## src/rtl/tbfs_pkg.sv

```systemverilog
// ----------------------------------------------------------------------------
// tbfs_pkg: shared types and constants of the two-bank flash store
// Request codes, configuration register indexes, controller states and the
// memory control word that the controller hands to the bank memories.
// ----------------------------------------------------------------------------
package tbfs_pkg;

  localparam int unsigned CODE_BYTES_DEF      = 65536;
  localparam int unsigned DATA_BYTES_DEF      = 4096;
  localparam int unsigned CODE_PAGE_BYTES_DEF = 512;
  localparam int unsigned DATA_PAGE_BYTES_DEF = 512;

  // Value of an erased flash byte.
  localparam logic [7:0]  ERASED_BYTE = 8'hFF;
  // Low address bits dropped when a start address is aligned to a word.
  localparam logic [31:0] ALIGN_MASK  = 32'h0000_0003;

  localparam int unsigned CFG_IDX_W = 2;
  localparam logic [CFG_IDX_W-1:0] CFG_CODE_BASE = 2'd0;
  localparam logic [CFG_IDX_W-1:0] CFG_DATA_BASE = 2'd1;

  typedef enum logic [1:0] {
    REQ_READ = 2'd0,
    REQ_PROG = 2'd1,
    REQ_PAGE = 2'd2,
    REQ_CHIP = 2'd3
  } req_t;

  typedef enum logic [2:0] {
    ST_CLEAR,
    ST_IDLE,
    ST_REL,
    ST_LOC,
    ST_MEM,
    ST_RESP,
    ST_ERASE
  } fsm_state_t;

  typedef struct packed {
    logic code_en;
    logic data_en;
    logic rd;
    logic wr;
  } mem_ctl_t;

endpackage

```

## src/rtl/tbfs_ctrl.sv

```systemverilog
// ----------------------------------------------------------------------------
// tbfs_ctrl: request sequencer of the two-bank flash store
// Holds the base registers, computes bank locations, runs the clearing pass
// and the erase sweeps, and does the read-modify-write of a program.
// ----------------------------------------------------------------------------
module tbfs_ctrl
  import tbfs_pkg::*;
#(
  parameter int unsigned CODE_BYTES      = CODE_BYTES_DEF,
  parameter int unsigned DATA_BYTES      = DATA_BYTES_DEF,
  parameter int unsigned CODE_PAGE_BYTES = CODE_PAGE_BYTES_DEF,
  parameter int unsigned DATA_PAGE_BYTES = DATA_PAGE_BYTES_DEF,
  parameter int unsigned MAX_BYTES = (CODE_BYTES > DATA_BYTES) ? CODE_BYTES : DATA_BYTES,
  parameter int unsigned ADDR_W    = $clog2(MAX_BYTES)
) (
  input  logic                 clk,
  input  logic                 rst,
  input  logic                 start,
  output logic                 busy,
  input  logic [1:0]           req_type,
  input  logic                 bank,
  input  logic [31:0]          start_address,
  input  logic [15:0]          byte_offset,
  input  logic [7:0]           write_byte,
  output logic [7:0]           read_byte,
  output logic                 in_range,
  output logic                 done,
  input  logic                 cfg_valid,
  output logic                 cfg_ready,
  input  logic [CFG_IDX_W-1:0] cfg_index,
  input  logic [31:0]          cfg_data,
  output mem_ctl_t             mem_ctl,
  output logic [ADDR_W-1:0]    mem_addr,
  output logic [7:0]           mem_wdata,
  input  logic [7:0]           code_rdata,
  input  logic [7:0]           data_rdata
);

  localparam int unsigned CNT_W = ADDR_W + 1;
  localparam logic [32:0] CODE_SIZE = 33'(CODE_BYTES);
  localparam logic [32:0] DATA_SIZE = 33'(DATA_BYTES);
  localparam logic [32:0] CODE_PAGE = 33'(CODE_PAGE_BYTES);
  localparam logic [32:0] DATA_PAGE = 33'(DATA_PAGE_BYTES);
  localparam logic [CNT_W-1:0] CODE_CNT = CNT_W'(CODE_BYTES);
  localparam logic [CNT_W-1:0] DATA_CNT = CNT_W'(DATA_BYTES);
  localparam logic [CNT_W-1:0] MAX_CNT  = CNT_W'(MAX_BYTES);

  fsm_state_t state, state_next;
  req_t       req, req_next;
  logic       bank_r, bank_r_next;
  logic [31:0] addr_r, addr_r_next;
  logic [15:0] offs_r, offs_r_next;
  logic [7:0]  wbyte_r, wbyte_r_next;
  logic [31:0] rel, rel_next;
  logic [CNT_W-1:0] cnt, cnt_next;
  logic [CNT_W-1:0] cnt_end, cnt_end_next;
  logic        ok, ok_next;
  logic [31:0] code_base, data_base;
  logic        done_next;
  logic [7:0]  read_byte_next;
  logic        in_range_next;

  logic [31:0] base_sel;
  logic [31:0] aligned;
  logic [32:0] diff;
  logic [32:0] size_sel;
  logic [32:0] page_sel;
  logic [32:0] loc_sum;
  logic [32:0] page_sum;
  logic [7:0]  rdata_sel;
  logic [CNT_W-1:0] cnt_inc;

  assign busy      = (state != ST_IDLE);
  assign cfg_ready = 1'b1;
  assign mem_addr  = cnt[ADDR_W-1:0];

  always_ff @(posedge clk) begin
    if (rst) begin
      code_base <= '0;
      data_base <= '0;
    end else if (cfg_valid && cfg_ready) begin
      unique case (cfg_index)
        CFG_CODE_BASE: code_base <= cfg_data;
        CFG_DATA_BASE: data_base <= cfg_data;
        default: ;
      endcase
    end
  end

  always_ff @(posedge clk) begin
    if (rst) begin
      state <= ST_CLEAR;
      cnt   <= '0;
      done  <= 1'b0;
    end else begin
      state <= state_next;
      cnt   <= cnt_next;
      done  <= done_next;
    end
  end

  always_ff @(posedge clk) begin
    req       <= req_next;
    bank_r    <= bank_r_next;
    addr_r    <= addr_r_next;
    offs_r    <= offs_r_next;
    wbyte_r   <= wbyte_r_next;
    rel       <= rel_next;
    cnt_end   <= cnt_end_next;
    ok        <= ok_next;
    read_byte <= read_byte_next;
    in_range  <= in_range_next;
  end

  always_comb begin
    base_sel  = bank_r ? data_base : code_base;
    aligned   = addr_r & ~ALIGN_MASK;
    diff      = {1'b0, aligned} - {1'b0, base_sel};
    size_sel  = bank_r ? DATA_SIZE : CODE_SIZE;
    page_sel  = bank_r ? DATA_PAGE : CODE_PAGE;
    loc_sum   = {1'b0, rel} + 33'(offs_r);
    page_sum  = {1'b0, rel} + page_sel;
    rdata_sel = bank_r ? data_rdata : code_rdata;
    cnt_inc   = cnt + 1'b1;

    state_next     = state;
    req_next       = req;
    bank_r_next    = bank_r;
    addr_r_next    = addr_r;
    offs_r_next    = offs_r;
    wbyte_r_next   = wbyte_r;
    rel_next       = rel;
    cnt_next       = cnt;
    cnt_end_next   = cnt_end;
    ok_next        = ok;
    done_next      = 1'b0;
    read_byte_next = read_byte;
    in_range_next  = in_range;
    mem_ctl        = '0;
    mem_wdata      = ERASED_BYTE;

    unique case (state)
      ST_CLEAR: begin
        // Both banks are swept together; the smaller one drops out early.
        mem_ctl.code_en = (cnt < CODE_CNT);
        mem_ctl.data_en = (cnt < DATA_CNT);
        mem_ctl.wr      = 1'b1;
        cnt_next        = cnt_inc;
        if (cnt_inc == MAX_CNT) begin
          state_next = ST_IDLE;
        end
      end
      ST_IDLE: begin
        if (start) begin
          req_next     = req_t'(req_type);
          bank_r_next  = bank;
          addr_r_next  = start_address;
          offs_r_next  = byte_offset;
          wbyte_r_next = write_byte;
          state_next   = ST_REL;
        end
      end
      ST_REL: begin
        if (req == REQ_CHIP) begin
          cnt_next     = '0;
          cnt_end_next = size_sel[CNT_W-1:0];
          ok_next      = 1'b1;
          state_next   = ST_ERASE;
        end else begin
          // An aligned start below the base is raised to the base.
          rel_next   = diff[32] ? '0 : diff[31:0];
          state_next = ST_LOC;
        end
      end
      ST_LOC: begin
        if (req == REQ_PAGE) begin
          ok_next      = ({1'b0, rel} < size_sel);
          cnt_next     = rel[CNT_W-1:0];
          cnt_end_next = (page_sum > size_sel) ? size_sel[CNT_W-1:0]
                                               : page_sum[CNT_W-1:0];
          state_next   = ok_next ? ST_ERASE : ST_RESP;
        end else begin
          ok_next    = (loc_sum < size_sel);
          cnt_next   = loc_sum[CNT_W-1:0];
          state_next = ST_MEM;
        end
      end
      ST_MEM: begin
        mem_ctl.code_en = ok && !bank_r;
        mem_ctl.data_en = ok && bank_r;
        mem_ctl.rd      = 1'b1;
        state_next      = ST_RESP;
      end
      ST_RESP: begin
        if (req == REQ_PROG && ok) begin
          mem_ctl.code_en = !bank_r;
          mem_ctl.data_en = bank_r;
          mem_ctl.wr      = 1'b1;
          mem_wdata       = rdata_sel & wbyte_r;
        end
        done_next      = 1'b1;
        read_byte_next = (req == REQ_READ && ok) ? rdata_sel : 8'h00;
        in_range_next  = ok;
        state_next     = ST_IDLE;
      end
      ST_ERASE: begin
        mem_ctl.code_en = !bank_r;
        mem_ctl.data_en = bank_r;
        mem_ctl.wr      = 1'b1;
        cnt_next        = cnt_inc;
        if (cnt_inc == cnt_end) begin
          state_next = ST_RESP;
        end
      end
      default: begin
        state_next = ST_IDLE;
      end
    endcase
  end

  a_done_single: assert property (@(posedge clk) disable iff (rst)
    done |=> !done)
    else $error("result strobe held for more than one cycle");

  a_no_rd_wr: assert property (@(posedge clk) disable iff (rst)
    !(mem_ctl.rd && mem_ctl.wr))
    else $error("memory read and write issued together");

  a_both_banks_clear: assert property (@(posedge clk) disable iff (rst)
    (mem_ctl.code_en && mem_ctl.data_en) |-> (state == ST_CLEAR))
    else $error("both banks enabled outside the clearing pass");

  a_read_needs_range: assert property (@(posedge clk) disable iff (rst)
    (done && (read_byte != 8'h00)) |-> in_range)
    else $error("nonzero read data on an out-of-range result");

  a_done_after_resp: assert property (@(posedge clk) disable iff (rst)
    done |-> ($past(state) == ST_RESP))
    else $error("result strobe without a response cycle");

endmodule

```

## config.mk

```make
export PLATFORM = sky130hd
export DESIGN_NAME = tbfs_ctrl
export DESIGN_NICKNAME = d
export VERILOG_FILES = /design/src/rtl/tbfs_pkg.sv /design/src/rtl/tbfs_ctrl.sv
export SDC_FILE = /design/constraint.sdc
export NUM_CORES = 1
export LEC_CHECK = 0
export BUFFER_PORTS_ARGS = -buffer_cell sky130_fd_sc_hd__buf_2
export CAP_MARGIN = 0
export CORE_MARGIN = 1
export CORE_UTILIZATION = 45
export DETAILED_ROUTE_END_ITERATION = 12
export PLACE_DENSITY = 0.75
export SLEW_MARGIN = 20
export SYNTH_ARGS = -nofsm -noshare
export SYNTH_HDL_FRONTEND = slang
export SYNTH_SLANG_ARGS = --single-unit
export TNS_END_PERCENT = 100
```

## constraint.sdc

```tcl
create_clock -name clk -period 5.4 [get_ports clk]
set_input_delay 0.54 -clock clk [delete_from_list [all_inputs] [get_ports clk]]
set_output_delay 0.54 -clock clk [all_outputs]
set_load 0.01 [all_outputs]
```

==> results of run 1 <==
[report_power, final]
| group | leakage (nW) | internal [W] | switching [W] |
|---|---|---|---|
| sequential | 1.71 | 0.00163 | 0.0000112 |
| combinational | 2.93 | 0.0000817 | 0.0000992 |
| clock | 0.373 | 0.000933 | 0.000611 |
[placed cells by master (no fill, tap or decap), types with 5 or more instances in the layout]
master	instances
nand2_1	209
buf_2	149
a21oi_1	136
edfxtp_1	116
dfxtp_1	85
nor2_1	78
xnor2_1	57
ha_1	55
o21ai_0	44
mux2i_1	37
xor2_1	28
nand3_1	26
nor3_1	24
inv_1	24
clkbuf_16	23
and2_1	21
and3_1	16
a21o_1	14
nand4_1	14
nor2b_1	14
nor4_1	11
a31oi_1	10
buf_4	10
nand2b_1	9
mux2_2	9
a221o_1	8
a211oi_1	6
nand3b_1	6
and4_1	5
o211ai_1	5
o21bai_1	5
clkbuf_1	5
[state kept, by name, indices dropped and copies added (netlist names)]
signal / count
in_range: 1
done: 1
offs_r: 16
req: 2
bank_r: 1
ok: 1
code_base: 32
data_base: 32
read_byte: 8
rel: 32
addr_r: 30
wbyte_r: 8
state: 3
cnt_end: 17
cnt: 17
[final cells by class]
class                      instances  area [µm²]
clock buffer                      32       649.4
inverter                          24       90.09
tap                              330       412.9
multi-input combinational        933        5936
timing repair buffer             161       875.8
clock inverter                     8       102.6
sequential                       201        5185
fill                            2253       11930
[per-stage QoR]
stage | hold WS (ns) | utilization (%)
6_report | 0.1895 | 52.62
5_1_grt | 0.1770 | 52.62
4_1_cts | 0.1755 | 52.62
3_5_place_dp | 0.4473 | 49.64
3_3_place_gp | 0.4415 | 49.42
2_1_floorplan | 0.4357 | -
[routing by layer]
metal,GRT usage [%],vias to the layer above
li1,-,4625
met1,28.30,4312
met2,32.66,326
met3,3.243,43
met4,5.403,2
met5,0,-
[final timing paths]
path                                 endpoint  cells after the start               from
worst min register to register  data_base[23]                      2      data_base[23]
worst max register to register        rel[31]                     12             bank_r
worst max-delay path                  rel[31]                     12             bank_r
worst min-delay path               addr_r[16]                      1  start_address[16]
[cell families (layout without fill, tap and decap cells)]
logic type / Yosys count / in the layout / share of synthesized area (%)
other cells: 1 / 1 / 0.03247
flops: 201 / 201 / 44.89
fa+ha+maj: 56 / 56 / 6.132
mux: 48 / 48 / 4.344
xor+xnor: 85 / 85 / 6.446
compound gates: 275 / 275 / 14.65
simple gates: 468 / 468 / 19.54
buf+inv: 99 / 225 / 3.965
==> flow_summary_export.csv, run 1 <==
group,metric,value,unit
timing,rsz0062_at_grt,"no",
setup_path,timing.critical_path.mode_cell,"o21ai_1",
setup_path,critPathTopFamily,"compound AO/OA/AOI/OAI gates",
timing,max_freq,0.2553,GHz
yosys,synthArstFlopShare,0,%
setup_path,cp_slowest_stage_delay,0.74,ns
clock_network,cts.sink_count,201,
drt,ant_nets,0,
timing,fin_ws,1.482,ns
pwr,powerDensity,254.2,nW/µm²
run,maxCapViolCount,0,
grt,grtUsageTotal,20.29,%
timing,fin_crit_sh,72.55,%
pwr,ir_worst_vdd,0.0002168,V
floorplanning,core-area,25180,µm²
setup_path,path_max_fanout,14,
clock_network,cts_tree,"built",
clock_network,cts_setup_buffers,0,
run_status,outcome,"completed",
setup_path,critPathLaunchType,"flip-flop",
grt,overflow,0,
yosys,synthDominantCellAreaShare,30.16,%
yosys,syn_area,11550,µm²
timing,tightest_slew,1.046,ns
pwr,power.total,0.003369,W
setup_path,endpoint_kind,"flip-flop",
drt,met2WireLength,12410,µm
placed_design,postPlaceCellArea,12500,µm²
floorplanning,initial_core_util,45.87,%
yosys,synth_nets,1402,
floorplanning,die-area,26310,µm²
drt,drtIter0Drc,700,
yosys,synthMostInstantiatedCell,"nand2_1",
yosys,avgSynthCellArea,9.367,µm²
yosys,ys_types,80,
yosys,ys_top_cells_by_count,"nand2_1, a21oi_1, edfxtp_1",
clock_network,cts_resized,0,
setup_path,rrSetupSlack,1.48,ns
cells_and_area,area_growth,14.73,%
hold_path,hp-class,"primary input to flip-flop",
drt,avgViaCountPerCell,5.511,
setup_path,critical_path_required,5.74,ns
setup_path,crit_buf_inv,1,
clock_network,root_buffer,"clkbuf_16",
yosys,ys_seq_area_share,44.89,%
setup_path,path_class,"flip-flop to flip-flop",
yosys,synth_top_area_cell,"edfxtp_1",
placed_design,placed_cells,1649,
floorplanning,die_x,162.2,µm
clock_network,cts_buffer_depth,3,
pwr,leakage,5.012,nW
setup_path,critPathArrivalTime,4.26,ns
setup_path,crit_path_top_delay_cell,"edfxtp_1",
drt,met3_length,1800,µm
cells_and_area,diodes,0,
grt,antenna_found_initial,1,
drt,top_layer,"met5",
grt,grt_first_pass_wirelength,42830,µm
yosys,synthesis.instances,1233,
drt,vias,9308,
placed_design,place.gp.congestion,0.8833,
floorplanning,pin_count,153,
yosys,yosys_warnings,0,
yosys,ys_ff_latch,201,
clock_network,ctsHtreeMaxLevel,1,
timing,relSlewSlack,30.02,%
timing,hold_violations,0,
floorplanning,die_height,162.2,µm
drt,drtPass1Iterations,7,
grt,grt_pass1_vias,8471,
yosys,synth_edf_count,116,
clock_network,clock_latency,0.52,ns
clock_network,clk_pin_slew,0.07,ns
setup_path,crit_chain,"buf_16 -> mux2i_1 -> ha_1 -> a211o_1 -> nor3_1 -> o21ai_1 -> a31oi_1 -> o211ai_2 -> o21ai_1 -> o21ai_2 -> o311a_1 -> a211oi_1",
cells_and_area,nNetsFinal,1512,
drt,wirelength,27090,µm
timing,setup_viol,0,
timing,min_period,3.918,ns
placed_design,dp_hpwl,19790,µm
timing,setup_tns,0,ns
cells_and_area,drive_above_1_share,17.29,%
drt,met1_length,12290,µm
floorplanning,rows,58,
cells_and_area,instances_no_fill,1689,
timing,slew_viol_final,0,
yosys,synthFlopType,"edfxtp_1",
grt,grt_max_degree,85,
placed_design,port_buffers,149,
timing,skew,0.01655,ns
drt,drc,0,
drt,wire_per_inst,16.04,µm
clock_network,cts_inserted_buffers,22,
cells_and_area,postLayoutCellArea,13250,µm²
clock_network,cts.hold.buffers_added,0,
placed_design,pre_cts_slack,1.556,ns
yosys,synth_area_leaders,"edfxtp_1, dfxtp_1, nand2_1",
(Power assumes the default switching activity.)
==> run 2: changes to the inputs <==
Settings changed: PLACE_DENSITY 0.75 to 0.77.
Clock period 5.4 ns to 3.35 ns, I/O delays scaled along.
==> flow_summary_export.csv, run 2 (same netlist as run 1, synthesis figures left out) <==
group,metric,value,unit
run_status,outcome,"completed",
pwr,p_sw,0.001172,W
grt,grtUsageTotal,20.75,%
drt,drtPass1Iterations,5,
floorplanning,die_height,162.2,µm
setup_path,path_class,"flip-flop to flip-flop",
floorplanning,pin_count,153,
grt,antenna_found_initial,1,
drt,drc,0,
setup_path,crit_start,"bank_r",
cells_and_area,nNetsFinal,1582,
setup_path,critPathTopFamily,"compound AO/OA/AOI/OAI gates",
timing,tightest_slew,0.9153,ns
grt,grt_pass1_vias,8997,
setup_path,cp_slowest_stage_delay,0.43,ns
floorplanning,rows,58,
drt,drtIter0Drc,684,
pwr,seq_power_share,47.9,%
hold_path,hold_path_end,"offs_r[7]",
floorplanning,core-area,25180,µm²
cells_and_area,final_common_cell,"nand2_1",
timing,fin_crit_sh,97.48,%
pwr,leakage,5.361,nW
drt,wirelength,28150,µm
cells_and_area,reg.largest.list,"code_base x32, data_base x32, rel x32",
setup_path,endpoint_kind,"flip-flop",
drt,avgViaCountPerCell,5.455,
floorplanning,die-area,26310,µm²
setup_path,rrSetupSlack,0.08,ns
setup_path,crit_path_top_delay_cell,"edfxtp_1",
clock_network,cts_buffer_depth,3,
pwr,clockPowerShare,45.8,%
grt,overflow,0,
placed_design,place.gp.congestion,0.9061,
cells_and_area,area_growth,21.47,%
cells_and_area,postLayoutCellArea,14030,µm²
timing,min_period,3.266,ns
setup_path,reg2reg_to,"rel[29]",
hold_path,hp-class,"primary input to flip-flop",
timing,holdWs,0.01549,ns
timing,slew_viol_final,0,
pwr,ir_worst_vdd,0.0004057,V
setup_path,path_max_fanout,15,
pwr,powerDensity,394.4,nW/µm²
setup_path,critPathArrivalTime,3.52,ns
pwr,p_int,0.004362,W
run,maxCapViolCount,0,
clock_network,cts.sink_count,201,
timing,relSlewSlack,38.98,%
pwr,share_comb_of_total_power,6.3,%
drt,wire_per_inst,15.99,µm
placed_design,postPlaceCellArea,12670,µm²
setup_path,crit_buf_inv,3,
setup_path,crit_chain,"buf_6 -> clkbuf_16 -> mux2i_1 -> ha_1 -> o21ai_0 -> a32o_2 -> o21ai_4 -> a21oi_4 -> o31ai_2 -> and2_4 -> o22ai_4 -> buf_12 -> and3b_1",
setup_path,ff2ff_path_depth,13,
timing,hold_violations,0,
floorplanning,die_x,162.2,µm
pwr,p_sw_share,21.17,%
clock_network,ctsHtreeMaxLevel,1,
timing,skew,0.007619,ns
hold_path,hold_path.startpoint,"byte_offset[7]",
hold_path,min_delay_path_depth,1,
setup_path,timing.rr.start,"bank_r",
cells_and_area,drive_above_1_share,19.94,%
cells_and_area,layout_common_cells,"nand2_1, buf_2, a21oi_1, edfxtp_1, dfxtp_1",
clock_network,root_buffer,"clkbuf_16",
timing,max_freq,0.3062,GHz
placed_design,dp_hpwl,19730,µm
placed_design,port_buffers,149,
floorplanning,initial_core_util,45.87,%
clock_network,cts_tree,"built",
setup_path,critical_path_required,3.60,ns
clock_network,clk_pin_slew,0.06,ns
drt,vias,9600,
drt,ant_nets,0,
timing,setup_viol,0,
grt,grt_max_degree,84,
clock_network,clock_latency,0.50,ns
clock_network,cts_inserted_buffers,23,
grt,grt_first_pass_wirelength,44230,µm
setup_path,critPathLaunchType,"flip-flop",
-- run 2: cell count changes in the layout (fill, tap and decap cells not counted), moves of 3 or more --
cell           change
clkbuf_16          +5
dlygate4sd3_1     +40
clkbuf_1           -4
a21oi_1            -9
buf_4             +25
a21oi_2            +8
buf_12             +3
-- run 2: power groups by stage --
stage                     registers (W)  logic [W]  clock network [W]
final                           0.00265   0.000348            0.00254
after global routing            0.00265   0.000386            0.00269
after CTS                       0.00265   0.000335            0.00260
after detailed placement        0.00270   0.000297                  0
after global placement          0.00270   0.000291                  0
after floorplan                 0.00270   0.000182                  0
-- run 2: what timing repair did --
action	4_1_cts	5_1_grt
setup buffers	0	5
hold buffers	40	0
setup endpoints to repair	0	32
gates resized for setup	0	21
hold endpoints to repair	40	0
-- run 2: final cells by class --
cell class	count	area, µm²
antenna	1	2.502
clock buffer	32	708.2
clock inverter	9	81.33
fill	2214	11150
inverter	24	90.09
multi-input combinational	933	6020
sequential	201	5185
tap	330	412.9
timing repair buffer	230	1530
-- run 2: layer usage --
layer | global-route usage [%] | vias to the layer above | share of wire [%]
li1 | - | 4786 | -
met1 | 28.33 | 4464 | 45
met2 | 35.10 | 311 | 47
met3 | 2.349 | 39 | 6.5
met4 | 4.931 | 0 | 1.8
met5 | 0 | - | 0
-- run 2: through the flow --
step	utilization (%)	worst slack [ns]	instances	setup TNS, ns	total power [W]
floorplan	-	-0.02068	1233	-0.02068	0.002878
global placement	50.30	0.06714	1671	0	0.002991
detailed placement	50.30	0.05380	1671	0	0.002998
CTS	55.02	0.01222	1752	0	0.005579
global route	55.71	-0.04756	1760	-0.08634	0.005722
finish	55.71	0.08448	1760	0	0.005534
-- run 2: how the worst max path moves through the flow --
stage	to	slack [ns]	cells after the start
6_report	rel[29]	0.08	13
5_1_grt	rel[22]	-0.05	14
4_1_cts	rel[22]	0.01	13
3_5_place_dp	rel[31]	0.05	12
3_3_place_gp	rel[31]	0.07	12
2_1_floorplan	rel[31]	-0.02	14
-- run 2: worst register-to-register path, cell delays in order (launching register included) --
cell and delay, ns:
edfxtp_1 0.43, buf_6 0.15, clkbuf_16 0.19, mux2i_1 0.35, ha_1 0.34, o21ai_0 0.22
a32o_2 0.24, o21ai_4 0.11, a21oi_4 0.16, o31ai_2 0.09, and2_4 0.17, o22ai_4 0.20
buf_12 0.18, and3b_1 0.18
==> run 3: changes to the inputs <==
Settings changed: CORE_UTILIZATION 45 to 46, PLACE_DENSITY 0.77 to 0.78.
Clock period 3.35 ns to 2.6 ns, I/O delays scaled along.
==> flow_summary_export.csv, run 3 (same netlist as run 1, synthesis figures left out) <==
group,metric,value,unit
placed_design,place.gp.congestion,0.9436,
floorplanning,initial_core_util,47.21,%
floorplanning,pin_count,153,
clock_network,clk_pin_slew,0.06,ns
timing,setup_viol,65,
cells_and_area,nNetsFinal,1855,
hold_path,min_delay_path_depth,3,
floorplanning,die_x,160.5,µm
run,maxCapViolCount,0,
cells_and_area,fillers,1562,
cells_and_area,area_growth,47.25,%
cells_and_area,diodes,0,
pwr,powerDensity,420.6,nW/µm²
setup_path,critPathArrivalTime,3.71,ns
cells_and_area,multi_input_area,6782,µm²
timing,max_freq,0.2900,GHz
pwr,clockPowerShare,43.7,%
drt,drc,0,
setup_path,critPathTopFamily,"compound AO/OA/AOI/OAI gates",
pwr,p_sw_share,22.65,%
timing,skew,0.01425,ns
setup_path,rrSetupSlack,-0.85,ns
drt,vias,12050,
timing,fin_crit_sh,132.6,%
clock_network,ctsHtreeMaxLevel,1,
cells_and_area,postLayoutCellArea,17010,µm²
cells_and_area,drive_above_1_share,35.31,%
cells_and_area,reg.largest.list,"code_base x32, data_base x32, rel x32",
cells_and_area,register_area,5185,µm²
placed_design,dp_hpwl,22870,µm
hold_path,hold_path_end,"state[1]",
grt,antenna_found_initial,0,
pwr,share_comb_of_total_power,8.6,%
pwr,leakage,6.810,nW
drt,drtPass1Iterations,6,
setup_path,ff2ff_path_depth,13,
setup_path,crit_chain,"buf_6 -> clkbuf_16 -> mux2i_2 -> ha_1 -> a211o_1 -> nor3_2 -> o21ai_1 -> a31oi_2 -> o21ai_0 -> a21oi_1 -> o21ai_0 -> xnor2_1 -> nor2_2",
setup_path,crit_buf_inv,2,
pwr,seq_power_share,47.7,%
timing,hold_violations,0,
floorplanning,die_height,160.5,µm
cells_and_area,layout_common_cells,"buf_4, nand2_1, buf_2, edfxtp_1, a21oi_1",
drt,wirelength,41740,µm
setup_path,critPathLaunchType,"flip-flop",
setup_path,cp_slowest_stage_delay,0.47,ns
pwr,p_sw,0.001620,W
clock_network,cts_inserted_buffers,22,
grt,grt_pass1_vias,11080,
setup_path,endpoint_kind,"flip-flop",
floorplanning,rows,57,
grt,grt_max_degree,72,
setup_path,path_class,"flip-flop to flip-flop",
hold_path,hold_path.startpoint,"start",
timing,setup_tns,-30.07,ns
setup_path,critical_path_required,2.86,ns
pwr,power.total,0.007154,W
run_status,violations,"setup timing",
timing,slew_viol_final,0,
setup_path,path_max_fanout,5,
clock_network,cts_buffer_depth,3,
cells_and_area,final_common_cell,"buf_4",
floorplanning,core-area,24460,µm²
run_status,outcome,"complete, but fails checks",
placed_design,postPlaceCellArea,14040,µm²
setup_path,timing.rr.start,"bank_r",
setup_path,reg2reg_to,"rel[17]",
clock_network,root_buffer,"clkbuf_16",
hold_path,hp-class,"primary input to flip-flop",
clock_network,clock_latency,0.52,ns
grt,grt_first_pass_wirelength,55190,µm
placed_design,port_buffers,149,
timing,relSlewSlack,34.47,%
drt,drtIter0Drc,1223,
timing,fin_ws,-0.8482,ns
timing,rsz0062_at_grt,"yes",
clock_network,cts_tree,"built",
cells_and_area,post-route-util,69.53,%
clock_network,cts.sink_count,201,
grt,overflow,0,
grt,grtUsageTotal,26.50,%
pwr,ir_worst_vdd,0.0006030,V
floorplanning,die-area,25750,µm²
drt,wire_per_inst,20.60,µm
timing,tightest_slew,0.9793,ns
drt,avgViaCountPerCell,5.949,
timing,min_period,3.448,ns
setup_path,timing.critical_path.mode_cell,"o21ai_0",
pwr,p_int,0.005534,W
drt,ant_nets,0,
setup_path,crit_path_top_delay_cell,"edfxtp_1",
==> run 3: changes by cell type in the layout (fill, tap and decap cells not counted), moves of 9 or more <==
cell           previous run  this run
o21ai_0                  44        35
nor2_2                    0         9
a21oi_2                   9        19
nor3_1                   24        15
a21oi_1                 127       114
buf_6                     1        20
dlygate4sd3_1            40        89
ha_4                      0        11
ha_1                     55        43
buf_4                    35       237
nor2_1                   78        65
==> run 3: worst max-delay path by stage <==
stage	from	endpoint	cells past startpoint
4_1_cts	bank_r	rel[8]	13
5_1_grt	bank_r	rel[17]	13
2_1_floorplan	bank_r	rel[29]	14
3_3_place_gp	bank_r	rel[8]	13
6_report	bank_r	rel[17]	13
3_5_place_dp	bank_r	rel[12]	13
==> run 3: worst min-delay path: cells and delay by family <==
family	cells	cell delay, ns
AOI/OAI and AO/OA	2	0.22
buffers and inverters	1	0.10
==> run 3: power by group through the flow <==
stage	Combinational, W	Sequential, W	Clock (W)
after global routing	0.000662	0.00341	0.00326
after detailed placement	0.000435	0.00348	0
after global placement	0.000423	0.00347	0
after floorplan	0.000239	0.00347	0
final	0.000618	0.00341	0.00313
after CTS	0.000545	0.00341	0.00309
==> run 3: through the flow <==
stage | instances | hold WS, ns | setup WS [ns]
2_1_floorplan | 1233 | 0.3589 | -0.6401
3_3_place_gp | 1836 | 0.4369 | -0.4485
3_5_place_dp | 1836 | 0.4381 | -0.5692
4_1_cts | 1981 | 0.0003424 | -0.4620
5_1_grt | 2026 | 0.1214 | -0.9913
6_report | 2026 | 0.1068 | -0.8482
==> run 3: cell type report <==
cell class                 count  area share [%]
inverter                      24          0.5518
clock buffer                  32           3.575
timing repair buffer         504           22.56
sequential                   201           30.49
multi-input combinational    933           39.87
tap                          324           2.384
clock inverter                 8          0.5738
==> run 3: per-layer routing <==
layer	vias up	global-route usage, %	wire length [µm]
li1	5330	-	-
met1	5689	32.61	15010
met2	799	46.97	20800
met3	234	3.667	3436
met4	0	9.827	2492
met5	-	0	0
==> run 3: timing repair <==
action                                 CTS  global route
endpoints found under the hold margin  107             1
hold buffers                            88             1
pin swaps                               16            66
resized for setup                       38           140
setup buffers                           16            42
cloned                                   1             4
setup endpoints to repair               56            63
